[src/hdl/arba_pkg.sv]
// ----------------------------------------------------------------------------
// arba_pkg
// Shared constants and types for the converter ring buffer averager.
// ----------------------------------------------------------------------------
package arba_pkg;

   localparam int SAMPLE_W         = 8;
   localparam int CHAN_W           = 3;
   localparam int INPUT_LANES      = 4;
   localparam int DEFAULT_CHANNELS = 4;
   localparam int DEFAULT_DEPTH    = 8;
   localparam int DEFAULT_WINDOW   = 4;

   localparam logic OP_STORE = 1'b0;
   localparam logic OP_READ  = 1'b1;

   typedef struct packed {
      logic shift_fwd;
      logic shift_back;
   } cell_ctrl_type;

endpackage

[src/hdl/arba_cell.sv]
// ----------------------------------------------------------------------------
// arba_cell
// One ring slot: holds one byte per channel, shifts forward on store and
// backward while a read walks the ring.
// ----------------------------------------------------------------------------
module arba_cell #(
   parameter int CHANNELS = arba_pkg::DEFAULT_CHANNELS
) (
   input  logic                                          clock,
   input  logic                                          reset,
   input  arba_pkg::cell_ctrl_type                       ctrl,
   input  logic [CHANNELS-1:0][arba_pkg::SAMPLE_W-1:0]   prev_in,
   input  logic [CHANNELS-1:0][arba_pkg::SAMPLE_W-1:0]   next_in,
   output logic [CHANNELS-1:0][arba_pkg::SAMPLE_W-1:0]   data_out
);

   logic [CHANNELS-1:0][arba_pkg::SAMPLE_W-1:0] data_ff;
   logic [CHANNELS-1:0][arba_pkg::SAMPLE_W-1:0] data_in;

   always_comb begin
      priority if (ctrl.shift_fwd) begin
         data_in = prev_in;
      end else if (ctrl.shift_back) begin
         data_in = next_in;
      end else begin
         data_in = data_ff;
      end
   end

   always_ff @(posedge clock) begin
      if (reset) begin
         data_ff <= '0;
      end else begin
         data_ff <= data_in;
      end
   end

   assign data_out = data_ff;

endmodule

[src/hdl/arba_accum.sv]
// ----------------------------------------------------------------------------
// arba_accum
// Window sum register with divide by the window length.
// ----------------------------------------------------------------------------
module arba_accum #(
   parameter int WINDOW = arba_pkg::DEFAULT_WINDOW
) (
   input  logic                          clock,
   input  logic                          clear,
   input  logic                          add,
   input  logic [arba_pkg::SAMPLE_W-1:0] sample,
   output logic [arba_pkg::SAMPLE_W-1:0] average
);

   localparam int SUM_W   = $clog2(WINDOW * ((1 << arba_pkg::SAMPLE_W) - 1) + 1);
   localparam int SHIFT   = SUM_W + $clog2(WINDOW);
   localparam int MULT_W  = SHIFT + 1;
   localparam int MULT    = ((1 << SHIFT) + WINDOW - 1) / WINDOW;
   localparam int PROD_W  = SUM_W + MULT_W;

   logic [SUM_W-1:0]  sum_ff;
   logic [SUM_W-1:0]  sum_in;
   logic [PROD_W-1:0] product;

   always_comb begin
      priority if (clear) begin
         sum_in = '0;
      end else if (add) begin
         sum_in = sum_ff + SUM_W'(sample);
      end else begin
         sum_in = sum_ff;
      end
   end

   always_ff @(posedge clock) begin
      sum_ff <= sum_in;
   end

   // floor(sum / WINDOW) by reciprocal multiply, exact over the sum range
   assign product = PROD_W'(sum_ff) * PROD_W'(MULT_W'(MULT));
   assign average = product[SHIFT +: arba_pkg::SAMPLE_W];

endmodule

[src/hdl/adc_ring_buffer_averager_top.sv]
// ----------------------------------------------------------------------------
// adc_ring_buffer_averager_top
// Per-channel ring of converter bytes with a moving average read-out.
// ----------------------------------------------------------------------------
// Usage:
//   Items enter on start while busy is low. A store item (opcode 0) shifts a
//   new sample set into the row of slot cells, gives no result
//   and leaves busy low, so stores may come every cycle.
//   A read item (opcode 1) names a channel. A channel at or above CHANNELS
//   gives rsp_channel_error = 1 and rsp_average = 0 in the next cycle.
//   A valid read rotates the cell row backward one slot per cycle, summing
//   the channel byte of the slots just before the newest, until the row is
//   back in place, then a done state forms the result. Busy stays high
//   until the result is out.
//   Each result is on the rsp_ ports for one cycle, marked by rsp_valid;
//   the receiver cannot stall.
//   Reset clears all slots to zero and returns the block to idle.
// ----------------------------------------------------------------------------
module adc_ring_buffer_averager_top #(
   parameter int CHANNELS = arba_pkg::DEFAULT_CHANNELS,
   parameter int DEPTH    = arba_pkg::DEFAULT_DEPTH,
   parameter int WINDOW   = arba_pkg::DEFAULT_WINDOW
) (
   input  logic                          clock,
   input  logic                          reset,
   input  logic                          start,
   output logic                          busy,
   input  logic                          req_opcode,
   input  logic [arba_pkg::SAMPLE_W-1:0] req_sample_a,
   input  logic [arba_pkg::SAMPLE_W-1:0] req_sample_b,
   input  logic [arba_pkg::SAMPLE_W-1:0] req_sample_c,
   input  logic [arba_pkg::SAMPLE_W-1:0] req_sample_d,
   input  logic [arba_pkg::CHAN_W-1:0]   req_channel,
   output logic                          rsp_valid,
   output logic [arba_pkg::SAMPLE_W-1:0] rsp_average,
   output logic                          rsp_channel_error
);

   localparam int ROT      = ((WINDOW + DEPTH - 1) / DEPTH) * DEPTH;
   localparam int CNT_W    = $clog2(ROT + 1);
   localparam int CH_IDX_W = (CHANNELS > 1) ? $clog2(CHANNELS) : 1;

   localparam logic [1:0] ST_IDLE = 2'd0;
   localparam logic [1:0] ST_WALK = 2'd1;
   localparam logic [1:0] ST_DONE = 2'd2;

   logic [1:0]          state_ff, state_in;
   logic [CNT_W-1:0]    cnt_ff, cnt_in;
   logic [CH_IDX_W-1:0] chan_ff, chan_in;
   logic                rsp_valid_ff, rsp_valid_in;
   logic [arba_pkg::SAMPLE_W-1:0] rsp_average_ff, rsp_average_in;
   logic                rsp_error_ff, rsp_error_in;

   logic                    accept;
   logic                    chan_ok;
   arba_pkg::cell_ctrl_type cell_ctrl;
   logic                    acc_clear, acc_add;
   logic [arba_pkg::SAMPLE_W-1:0] acc_sample, acc_average;

   logic [CHANNELS-1:0][arba_pkg::SAMPLE_W-1:0] new_set;
   logic [CHANNELS-1:0][arba_pkg::SAMPLE_W-1:0] cell_data [DEPTH];

   assign accept  = start && !busy;
   assign chan_ok = {1'b0, req_channel} < (arba_pkg::CHAN_W + 1)'(CHANNELS);

   // lanes without an input port are stored as zero
   always_comb begin
      new_set = '0;
      for (int c = 0; c < CHANNELS; c++) begin
         unique case (c)
            0:       new_set[c] = req_sample_a;
            1:       new_set[c] = req_sample_b;
            2:       new_set[c] = req_sample_c;
            3:       new_set[c] = req_sample_d;
            default: new_set[c] = '0;
         endcase
      end
   end

   for (genvar i = 0; i < DEPTH; i++) begin : g_cell
      if (i == 0) begin : g_head
         arba_cell #(.CHANNELS(CHANNELS)) u_cell (
            .clock    (clock),
            .reset    (reset),
            .ctrl     (cell_ctrl),
            .prev_in  (new_set),
            .next_in  (cell_data[(i + 1) % DEPTH]),
            .data_out (cell_data[i])
         );
      end else begin : g_body
         arba_cell #(.CHANNELS(CHANNELS)) u_cell (
            .clock    (clock),
            .reset    (reset),
            .ctrl     (cell_ctrl),
            .prev_in  (cell_data[i - 1]),
            .next_in  (cell_data[(i + 1) % DEPTH]),
            .data_out (cell_data[i])
         );
      end
   end

   assign acc_sample = cell_data[1][chan_ff];

   arba_accum #(.WINDOW(WINDOW)) u_accum (
      .clock   (clock),
      .clear   (acc_clear),
      .add     (acc_add),
      .sample  (acc_sample),
      .average (acc_average)
   );

   always_comb begin
      state_in             = state_ff;
      cnt_in               = cnt_ff;
      chan_in              = chan_ff;
      rsp_valid_in         = 1'b0;
      rsp_average_in       = rsp_average_ff;
      rsp_error_in         = rsp_error_ff;
      cell_ctrl.shift_fwd  = 1'b0;
      cell_ctrl.shift_back = 1'b0;
      acc_clear            = 1'b0;
      acc_add              = 1'b0;
      unique case (state_ff)
         ST_IDLE: begin
            if (accept) begin
               if (req_opcode == arba_pkg::OP_STORE) begin
                  cell_ctrl.shift_fwd = 1'b1;
               end else if (!chan_ok) begin
                  rsp_valid_in   = 1'b1;
                  rsp_average_in = '0;
                  rsp_error_in   = 1'b1;
               end else begin
                  chan_in   = req_channel[CH_IDX_W-1:0];
                  cnt_in    = '0;
                  acc_clear = 1'b1;
                  state_in  = ST_WALK;
               end
            end
         end
         ST_WALK: begin
            cell_ctrl.shift_back = 1'b1;
            acc_add              = cnt_ff < CNT_W'(WINDOW);
            cnt_in               = cnt_ff + 1'b1;
            if (cnt_ff == CNT_W'(ROT - 1)) begin
               state_in = ST_DONE;
            end
         end
         ST_DONE: begin
            rsp_valid_in   = 1'b1;
            rsp_average_in = acc_average;
            rsp_error_in   = 1'b0;
            state_in       = ST_IDLE;
         end
         default: begin
            state_in = ST_IDLE;
         end
      endcase
   end

   always_ff @(posedge clock) begin
      if (reset) begin
         state_ff     <= ST_IDLE;
         cnt_ff       <= '0;
         rsp_valid_ff <= 1'b0;
      end else begin
         state_ff     <= state_in;
         cnt_ff       <= cnt_in;
         rsp_valid_ff <= rsp_valid_in;
      end
   end

   always_ff @(posedge clock) begin
      chan_ff        <= chan_in;
      rsp_average_ff <= rsp_average_in;
      rsp_error_ff   <= rsp_error_in;
   end

   assign busy              = state_ff != ST_IDLE;
   assign rsp_valid         = rsp_valid_ff;
   assign rsp_average       = rsp_average_ff;
   assign rsp_channel_error = rsp_error_ff;

endmodule

[config.mk]
export PLATFORM = sky130hd
export DESIGN_NAME = adc_ring_buffer_averager_top
export DESIGN_NICKNAME = d
export VERILOG_FILES = /design/src/hdl/arba_pkg.sv /design/src/hdl/arba_cell.sv /design/src/hdl/arba_accum.sv /design/src/hdl/adc_ring_buffer_averager_top.sv
export SDC_FILE = /design/constraint.sdc
export NUM_CORES = 1
export LEC_CHECK = 0
export BUFFER_PORTS_ARGS = -buffer_cell sky130_fd_sc_hd__buf_2
export CAP_MARGIN = 20
export CORE_ASPECT_RATIO = 0.6
export CORE_MARGIN = 2
export CORE_UTILIZATION = 60
export CTS_CLUSTER_SIZE = 30
export DETAILED_ROUTE_END_ITERATION = 8
export PLACE_DENSITY = 0.88
export SKIP_CTS_REPAIR_TIMING = 1
export SYNTH_ARGS = -nofsm -noshare
export SYNTH_HDL_FRONTEND = slang
export SYNTH_SLANG_ARGS = --single-unit
[constraint.sdc]
create_clock -name clock -period 8.2 [get_ports clock]
set_input_delay 2.46 -clock clock [delete_from_list [all_inputs] [get_ports clock]]
set_output_delay 2.46 -clock clock [all_outputs]
set_load 0.02 [all_outputs]
# After elaboration in Yosys (flattened, before gate mapping)
# Index checks and enable logic that the tools add are counted.
[classes] n_shift=0 div=0 magnitude_cmp=3 add_sub_neg=2 mul=0 n_reduce_logical=11 n_bitwise=0 muxes=48 n_eq_ne=8
[ops] op="two-way mux 32 bit" count=16
[ops] op="two-way mux 8 bit" count=4
[ops] op="binary-select mux 8 bit (select 2 bit)" count=1
[ops] op="one-hot mux 8 bit (2 select lines)" count=1
[ops] op="AND reduction 4 bit" count=4
[ops] op="two-way mux 1 bit" count=15
[ops] op="two-way mux 4 bit" count=3
[ops] op="adder 10 x 8 -> 10 bit" count=1
[ops] op="!= test 2 bit, second input constant" count=5
[ops] op="two-way mux 2 bit" count=4
[ops] op="one-hot mux 4 bit (2 select lines)" count=1
[ops] op="nonzero test 2 bit" count=4
[ops] op="adder 4 x 1 -> 4 bit, second input constant" count=1
[ops] op="equality test 4 x 3 -> 1 bit, second input constant" count=1
[ops] op="less-than comparator 4 x 3 -> 1 bit, second input constant" count=1
[ops] op="one-hot mux 1 bit (2 select lines)" count=2
[ops] op="one-hot mux 2 bit (2 select lines)" count=1
[ops] op="less-than comparator 2 x 3 -> 1 bit, second input constant" count=1
[ops] op="less-than comparator 3 bit, second input constant" count=1
[ops] op="equality test 2 x 1 -> 1 bit, second input constant" count=1
[ops] op="equality test 2 bit, second input constant" count=1
[ops] op="zero test 2 bit" count=1
[ops] op="logical AND 1 bit" count=1
[ops] op="zero test 1 bit" count=1
[word_totals] ram_bits=0 output_inout_bits=11 latchBits=0 memories=0 register_bits=284 mem_bits_ro=0 in_bits=39 elab_cells=111

# Depth between registers and ports, before layout
# Gate-level depths: netlist (run 1).
[depth] word_depth=6 mapped_depth=10

# Hierarchy
# A second synthesis (run 1) with hierarchy kept.
[hier_totals] cells_unflattened=1297 area_unflattened_um2=13807.0
[modules_own_cells] module="arba_cell" area_each_um2=1510.2 instances=8 seq_area_each_um2=640.6 cells_each=142
[modules_own_cells] module="adc_ring_buffer_averager_top" area_each_um2=949.7 instances=1 seq_area_each_um2=470.5 cells_each=74
[modules_own_cells] module="arba_accum" area_each_um2=775.7 instances=1 seq_area_each_um2=200.2 cells_each=87

# Worst setup path before layout (run 1)
# No wires, ideal clock.
[synth_path] kind="input to register" startpoint="input start" endpoint="register g_cell[1].g_body.u_cell.data_ff (netlist bit g_cell[1].g_body.u_cell.data_out[1])" stages=6 t_required_ps=8130 arrival_ps=3400 path_slack_ps=4729 setup_ps=70 n_path_buf=2 cell_sequence="nor3b_2 > nor2_1 > clkbuf_1 > buf_2 > nand2_1 > a21oi_1"
[synth_between] elab_chain_cells=4 word_cells_on_any_way=5
[synth_rtl] element="start, declared" line_no="adc_ring_buffer_averager_top.sv:26" text="input logic start,"
[synth_rtl] element="logical AND 1 bit (*)" line_no="adc_ring_buffer_averager_top.sv:63" text="assign accept = start && !busy;"
[synth_rtl] element="two-way mux 1 bit (*)" line_no="adc_ring_buffer_averager_top.sv:125" text="if (accept) begin"
[synth_rtl] element="two-way mux 1 bit (*)" line_no="adc_ring_buffer_averager_top.sv:123" text="unique case (state_ff)"
[synth_rtl] element="two-way mux 32 bit / nonzero test 2 bit (equally long branches)"
[synth_rtl] element="end signal, assigned" line_no="arba_cell.sv:34" text="data_ff <= data_in;"
[synth_rtl] element="end, declared" line_no="arba_cell.sv:17" text="logic [CHANNELS-1:0][arba_pkg::SAMPLE_W-1:0] data_ff;"
# Every way passes the cells marked *; elsewhere a longest branch is shown, timed or not.
# A chain may end at the register's enable or synchronous reset.

# Final worst setup path (run 1)
[layout_path] startpoint="input req_opcode" endpoint="register g_cell[3].g_body.u_cell.data_ff (netlist bit g_cell[3].g_body.u_cell.data_out[18])"
[layout_between] elab_chain_cells=4 word_cells_on_any_way=5
[layout_rtl] element="start, declared" line_no="adc_ring_buffer_averager_top.sv:28" text="input logic req_opcode,"
[layout_rtl] element="two-way mux 1 bit (*)" line_no="adc_ring_buffer_averager_top.sv:126" text="if (req_opcode == arba_pkg::OP_STORE) begin"
[layout_rtl] element="two-way mux 1 bit (*)" line_no="adc_ring_buffer_averager_top.sv:125"
[layout_rtl] element="two-way mux 1 bit (*)" line_no="adc_ring_buffer_averager_top.sv:123"
[layout_rtl] element="two-way mux 32 bit / nonzero test 2 bit (equally long branches)"
[layout_rtl] element="end signal, assigned" line_no="arba_cell.sv:34"
[layout_rtl] element="end, declared" line_no="arba_cell.sv:17"
# Marked as above.

==> impl_metrics.yaml, run 1 <==
sta:
  final.setup.tns_ns: 0
  max_freq_mhz: 221.2
  fin_crit_sh_pct: 55.12
  rsz0062_at_grt: "no"
  holdWs_ns: 0.4568
  setup_viol: 0
  slew_violations: 0
  worst_pin_slew_ns: 1.100
  hold_viol: 0
  slew_headroom_pct: 26.39
  period_minus_slack_ns: 4.520
  worst_clock_skew_ns: 0.01553
global_routing:
  grt.total_usage_pct: 25.02
  grt_pass1_wl_mm: 42.81
  grt_max_degree: 138
  grt_remaining_overflow: 0
  antenna_found_initial: 0
  grt_pass1_vias: 8560
floorplan:
  num_rows: 38
  start_util_pct: 62.02
  die_width_um: 181.6
  core-area_um2: 18310
  ioPinCount: 50
  die-area_um2: 20070
  fp.dieH_um: 110.6
setup_path:
  slowest_delay_ns: 0.91
  crit_top_cell: "buf_4"
  crit_path_max_fanout: 106
  start_kind: "input pin"
  cp.buffers_inverters: 3
  worstSetupPathType: "in2reg"
  crit_path_end_kind: "flip-flop"
  r2r_cells: 6
  critical_path.cell_chain: "buf_2, nor3b_4, buf_4, buf_4, a22oi_1, a21oi_1"
  cp.depth: 6
  worstPathRequired_ns: 8.64
  crit_arrival_ns: 4.96
  slowest_stage: "buf_4"
  crit_family: "buffers and inverters"
synthesis:
  synthArstFlopShare_pct: 0
  netlist_instances: 1283
  ys_types: 35
  syn_area_um2: 11350
  synth-edff-count: 11
  synth_seq_area_share_pct: 51.05
  synth_top_family_by_area: "compound AO/OA/AOI/OAI gates"
  yosys-top-cells-area: "dfxtp_1, a22oi_1, a21oi_1, nand2_1, buf_2"
  yosys_warnings: 0
  netlist.area_leader.share_pct: 48.14
  synth_fa_ha_area_share_pct: 1.168
  ys.flop_type: "dfxtp_1"
  synth_xor_area_share_pct: 0.5400
  synth_fp_nets: 1332
  synth.largest_area_cell: "dfxtp_1"
  synthSimpleGateAreaFrac_pct: 10.87
  avgSynthCellArea_um2: 8.849
  ys_ff_latch: 284
  muxShareOfSynthArea_pct: 1.587
  synth_compound_area_share_pct: 29.96
min_path:
  holdPathStages: 2
  hold_path_class: "reg2reg"
final_layout:
  seq_area_um2: 5796
  nets: 1304
  syn_to_final_growth_pct: 8.893
  n_antenna_cell: 0
  final_cell_mix: "dfxtp_1, a21oi_1, nand2_1"
  drive_above_1_share_pct: 8.884
  layout_commonest_cell: "dfxtp_1"
  fillers: 1367
  fin_area_um2: 12360
  multiInputGateArea_um2: 5031
  fin_util_pct: 67.54
clocking:
  clockBufferDepth: 3
  path_clk_slew_ns: 0.06
  cts.sinks: 284
  cts_buffers: 26
  cts_htree_levels: 1
  cts_tree: "yes"
  clkLatencyLatePin_ns: 0.53
  cts-root-buf: "clkbuf_16"
placement:
  dpl.hpwl_mm: 15.24
  placed_area_um2: 11510
  io_buffers: 49
  gp_congestion: 0.8013
power:
  pwr_density_cell_nw_per_um2: 223.3
  p_leak_nw: 3.867
  p_total_w: 0.002761
  irDropWorstVdd_v: 0.0001410
job:
  cap_violations: 0
status:
  status: "finished, final reports clean"
detailed_routing:
  vias: 9556
  first_pass_iters: 6
  drtAntennaViolNets: 0
  wl_mm: 25.76
  drt-vias-per-instance: 6.320
  wl_per_cell_um: 17.04
  drt_iter0_drc: 1346
  drc: 0
==> cell usage after synthesis (all sizes together), types with 6 or more instances <==
library cell  number
dfxtp            273
xor2               6
nor2              12
buf               73
and2               8
mux4               8
edfxtp            11
clkbuf            44
a22oi            257
a21oi            269
ha                 9
nand2            267
==> cell families after synthesis <==
kind of cell,after synthesis
flip-flops,284
AO/OA/AOI/OAI,545
buffers and inverters,122
adder cells (fa/ha/maj),10
XOR/XNOR,7
multiplexers,8
AND/OR/NAND/NOR,307
==> where the power goes <==
part	internal (W)	leakage, nW	switching (W)
sequential	0.00141	2.30	0.0000182
clock	0.000664	0.410	0.000506
combinational	0.0000404	1.15	0.000125
total	0.00211	3.87	0.000650
==> stage by stage <==
stage               cells  worst slack [ns]
finish               1512             3.680
global route         1512             3.527
CTS                  1511             3.748
detailed placement   1466             3.249
global placement     1465             3.297
floorplan            1283             4.729
==> state kept, by name, indices dropped and copies added (netlist names), 2 cells and up <==
name,flops
rsp_average,8
g_cell.g_head.u_cell.data_out,32
cnt_ff,4
u_accum.sum_ff,10
chan_ff,2
state_ff,2
g_cell.g_body.u_cell.data_out,224
==> tightest hold or removal path, cell delays in order, from the launching register on <==
cell	delay, ns
dfxtp_1	0.31
nand2_1	0.05
a21oi_1	0.05
==> per-layer routing <==
layer | vias up | GRT usage, % | wire length, um
met5 | - | 0 | 0
met4 | 0 | 6.829 | 626
met3 | 50 | 4.815 | 2107
met2 | 405 | 36.99 | 11360
met1 | 4490 | 37.28 | 11670
li1 | 4611 | - | -
==> path summary, 6_finish.rpt <==
kind,start,endpoint,slack (ns)
max,req_opcode,g_cell[3].g_body.u_cell.data_out[18],3.68
min,g_cell[7].g_body.u_cell.data_out[30],g_cell[7].g_body.u_cell.data_out[30],0.46
max reg2reg,state_ff[1],g_cell[3].g_body.u_cell.data_out[18],5.06
min reg2reg,g_cell[7].g_body.u_cell.data_out[30],g_cell[7].g_body.u_cell.data_out[30],0.46
==> area by class of cell <==
cell class | count | share of cell area [%]
flip-flops and latches | 284 | 46.88
repair buffers | 61 | 3.188
clock inverters | 5 | 0.2328
clock buffers | 40 | 6.426
inverters | 5 | 0.1518
well taps | 240 | 2.429
multi-input cells | 877 | 40.69
Note: power is estimated with default switching activity, not from simulation.
==> inputs of run 2 (changes only) <==
- CORE_UTILIZATION: 60 -> 55
- PLACE_DENSITY: 0.88 -> 0.85
- clock period: 8.2 -> 3.9 ns (I/O delays scaled with it)
==> run 2 against run 1 <==
Against the previous run: final area increased by 1.1%; clock skew about the same; critical endpoint is now u_accum.sum_ff[9]; register-to-register slack got worse by 3.9 ns; die area increased by 8.8%; routed wire length decreased by 3.0%; sequential cell count unchanged; power increased by 110%; via count decreased by 0.66%; utilization decreased by 5.4 points.
==> impl_metrics.yaml, run 2 (synthesis results as in run 1) <==
global_routing:
  grt.total_usage_pct: 22.54
  antenna_found_initial: 0
  grt_remaining_overflow: 0
  grt_max_degree: 260
  grt_pass1_vias: 8267
  grt_pass1_wl_mm: 41.53
final_layout:
  n_antenna_cell: 0
  fillers: 1633
  syn_to_final_growth_pct: 10.13
  nets: 1307
  largest_reg_flops: 224
  final_cell_mix: "dfxtp_1, a21oi_1, nand2_1"
  layout_commonest_cell: "dfxtp_1"
  drive_above_1_share_pct: 9.027
  fin_util_pct: 62.15
floorplan:
  num_rows: 40
  die-area_um2: 21850
  ioPinCount: 50
  fp.dieH_um: 115.3
  core-area_um2: 20120
  die_width_um: 189.5
  start_util_pct: 56.43
sta:
  worst_clock_skew_ns: 0.01593
  fin_crit_sh_pct: 71.30
  hold_viol: 0
  max_freq_mhz: 359.6
  setup_viol: 0
  slew_headroom_pct: 13.71
  slew_violations: 0
  final.setup.tns_ns: 0
  rsz0062_at_grt: "no"
  worst_pin_slew_ns: 1.294
  period_minus_slack_ns: 2.781
  setup_ws_ns: 1.119
  holdWs_ns: 0.4559
job:
  cap_violations: 0
detailed_routing:
  vias: 9493
  drt-vias-per-instance: 6.136
  drt_iter0_drc: 1301
  drtAntennaViolNets: 0
  drc: 0
  wl_mm: 24.98
  wl_per_cell_um: 16.15
  first_pass_iters: 6
clocking:
  clkLatencyLatePin_ns: 0.53
  cts-root-buf: "clkbuf_16"
  clockBufferDepth: 3
  cts_htree_levels: 1
  cts_buffers: 25
  cts_tree: "yes"
  cts.sinks: 284
  path_clk_slew_ns: 0.06
power:
  pwr_density_cell_nw_per_um2: 464.7
  p_leak_nw: 3.900
  irDropWorstVdd_v: 0.0002792
placement:
  dpl.hpwl_mm: 14.83
  io_buffers: 49
  gp_congestion: 0.7987
  preCtsSetupSlack_ns: 0.9757
min_path:
  hold_path_class: "reg2reg"
setup_path:
  crit_path_max_fanout: 8
  worstPathRequired_ns: 4.36
  start_kind: "flip-flop"
  crit_arrival_ns: 3.24
  crit_path_end_kind: "flip-flop"
  worstSetupPathType: "reg2reg"
status:
  status: "finished, final reports clean"
run 2: cell count changes in the layout (fill, tap and decap cells not counted), sizes merged:
| cell | change |
|---|---|
| clkinvlp | +1 |
| clkbuf | -5 |
| bufinv | +2 |
| buf | +4 |
run 2: where the power goes:
group          switching [W]  internal [W]
Combinational       0.000265      0.000105
Clock                0.00105       0.00139
Sequential         0.0000384       0.00296
run 2: worst paths after layout:
kind / from / to / slack, ns / cells after the start
hold / removal: g_cell[7].g_body.u_cell.data_out[15] / g_cell[7].g_body.u_cell.data_out[15] / 0.46 / 2
setup / recovery: chan_ff[0] / u_accum.sum_ff[9] / 1.12 / 7
setup reg to reg: chan_ff[0] / u_accum.sum_ff[9] / 1.12 / 7
hold reg to reg: g_cell[7].g_body.u_cell.data_out[15] / g_cell[7].g_body.u_cell.data_out[15] / 0.46 / 2
run 2: metrics by stage:
| stage | total power (W) | cells | cell area [um2] |
|---|---|---|---|
| floorplan | 0.003312 | 1283 | 11350 |
| global placement | 0.003418 | 1504 | 11700 |
| detailed placement | 0.003423 | 1504 | 11700 |
| CTS | 0.005836 | 1547 | 12500 |
| global route | 0.005998 | 1547 | 12500 |
| finish | 0.005810 | 1547 | 12500 |
run 2: area by class of cell:
| cell class | count | area [um2] | area share, % |
|---|---|---|---|
| Multi-Input combinational cell | 877 | 5031 | 40.24 |
| Sequential cell | 284 | 5796 | 46.35 |
| Tap cell | 273 | 341.6 | 2.732 |
| Inverter | 5 | 18.77 | 0.1501 |
| Clock buffer | 35 | 703.2 | 5.624 |
| Clock inverter | 8 | 103.9 | 0.8306 |
| Timing Repair Buffer | 65 | 509.2 | 4.073 |
run 2: worst max-delay path: stages (launching register included):
cell	delay (ns)
edfxtp_1	0.68
mux4_2	0.58
ha_1	0.38
o211ai_1	0.11
o21ai_0	0.35
a221oi_1	0.16
or3_1	0.34
a21oi_1	0.12
run 2: metal layers:
layer	vias up	global-route usage [%]	routed length [um]
met4	0	5.375	376
met5	-	0	0
met3	40	3.846	1713
li1	4610	-	-
met2	339	33.99	11110
met1	4504	33.78	11780
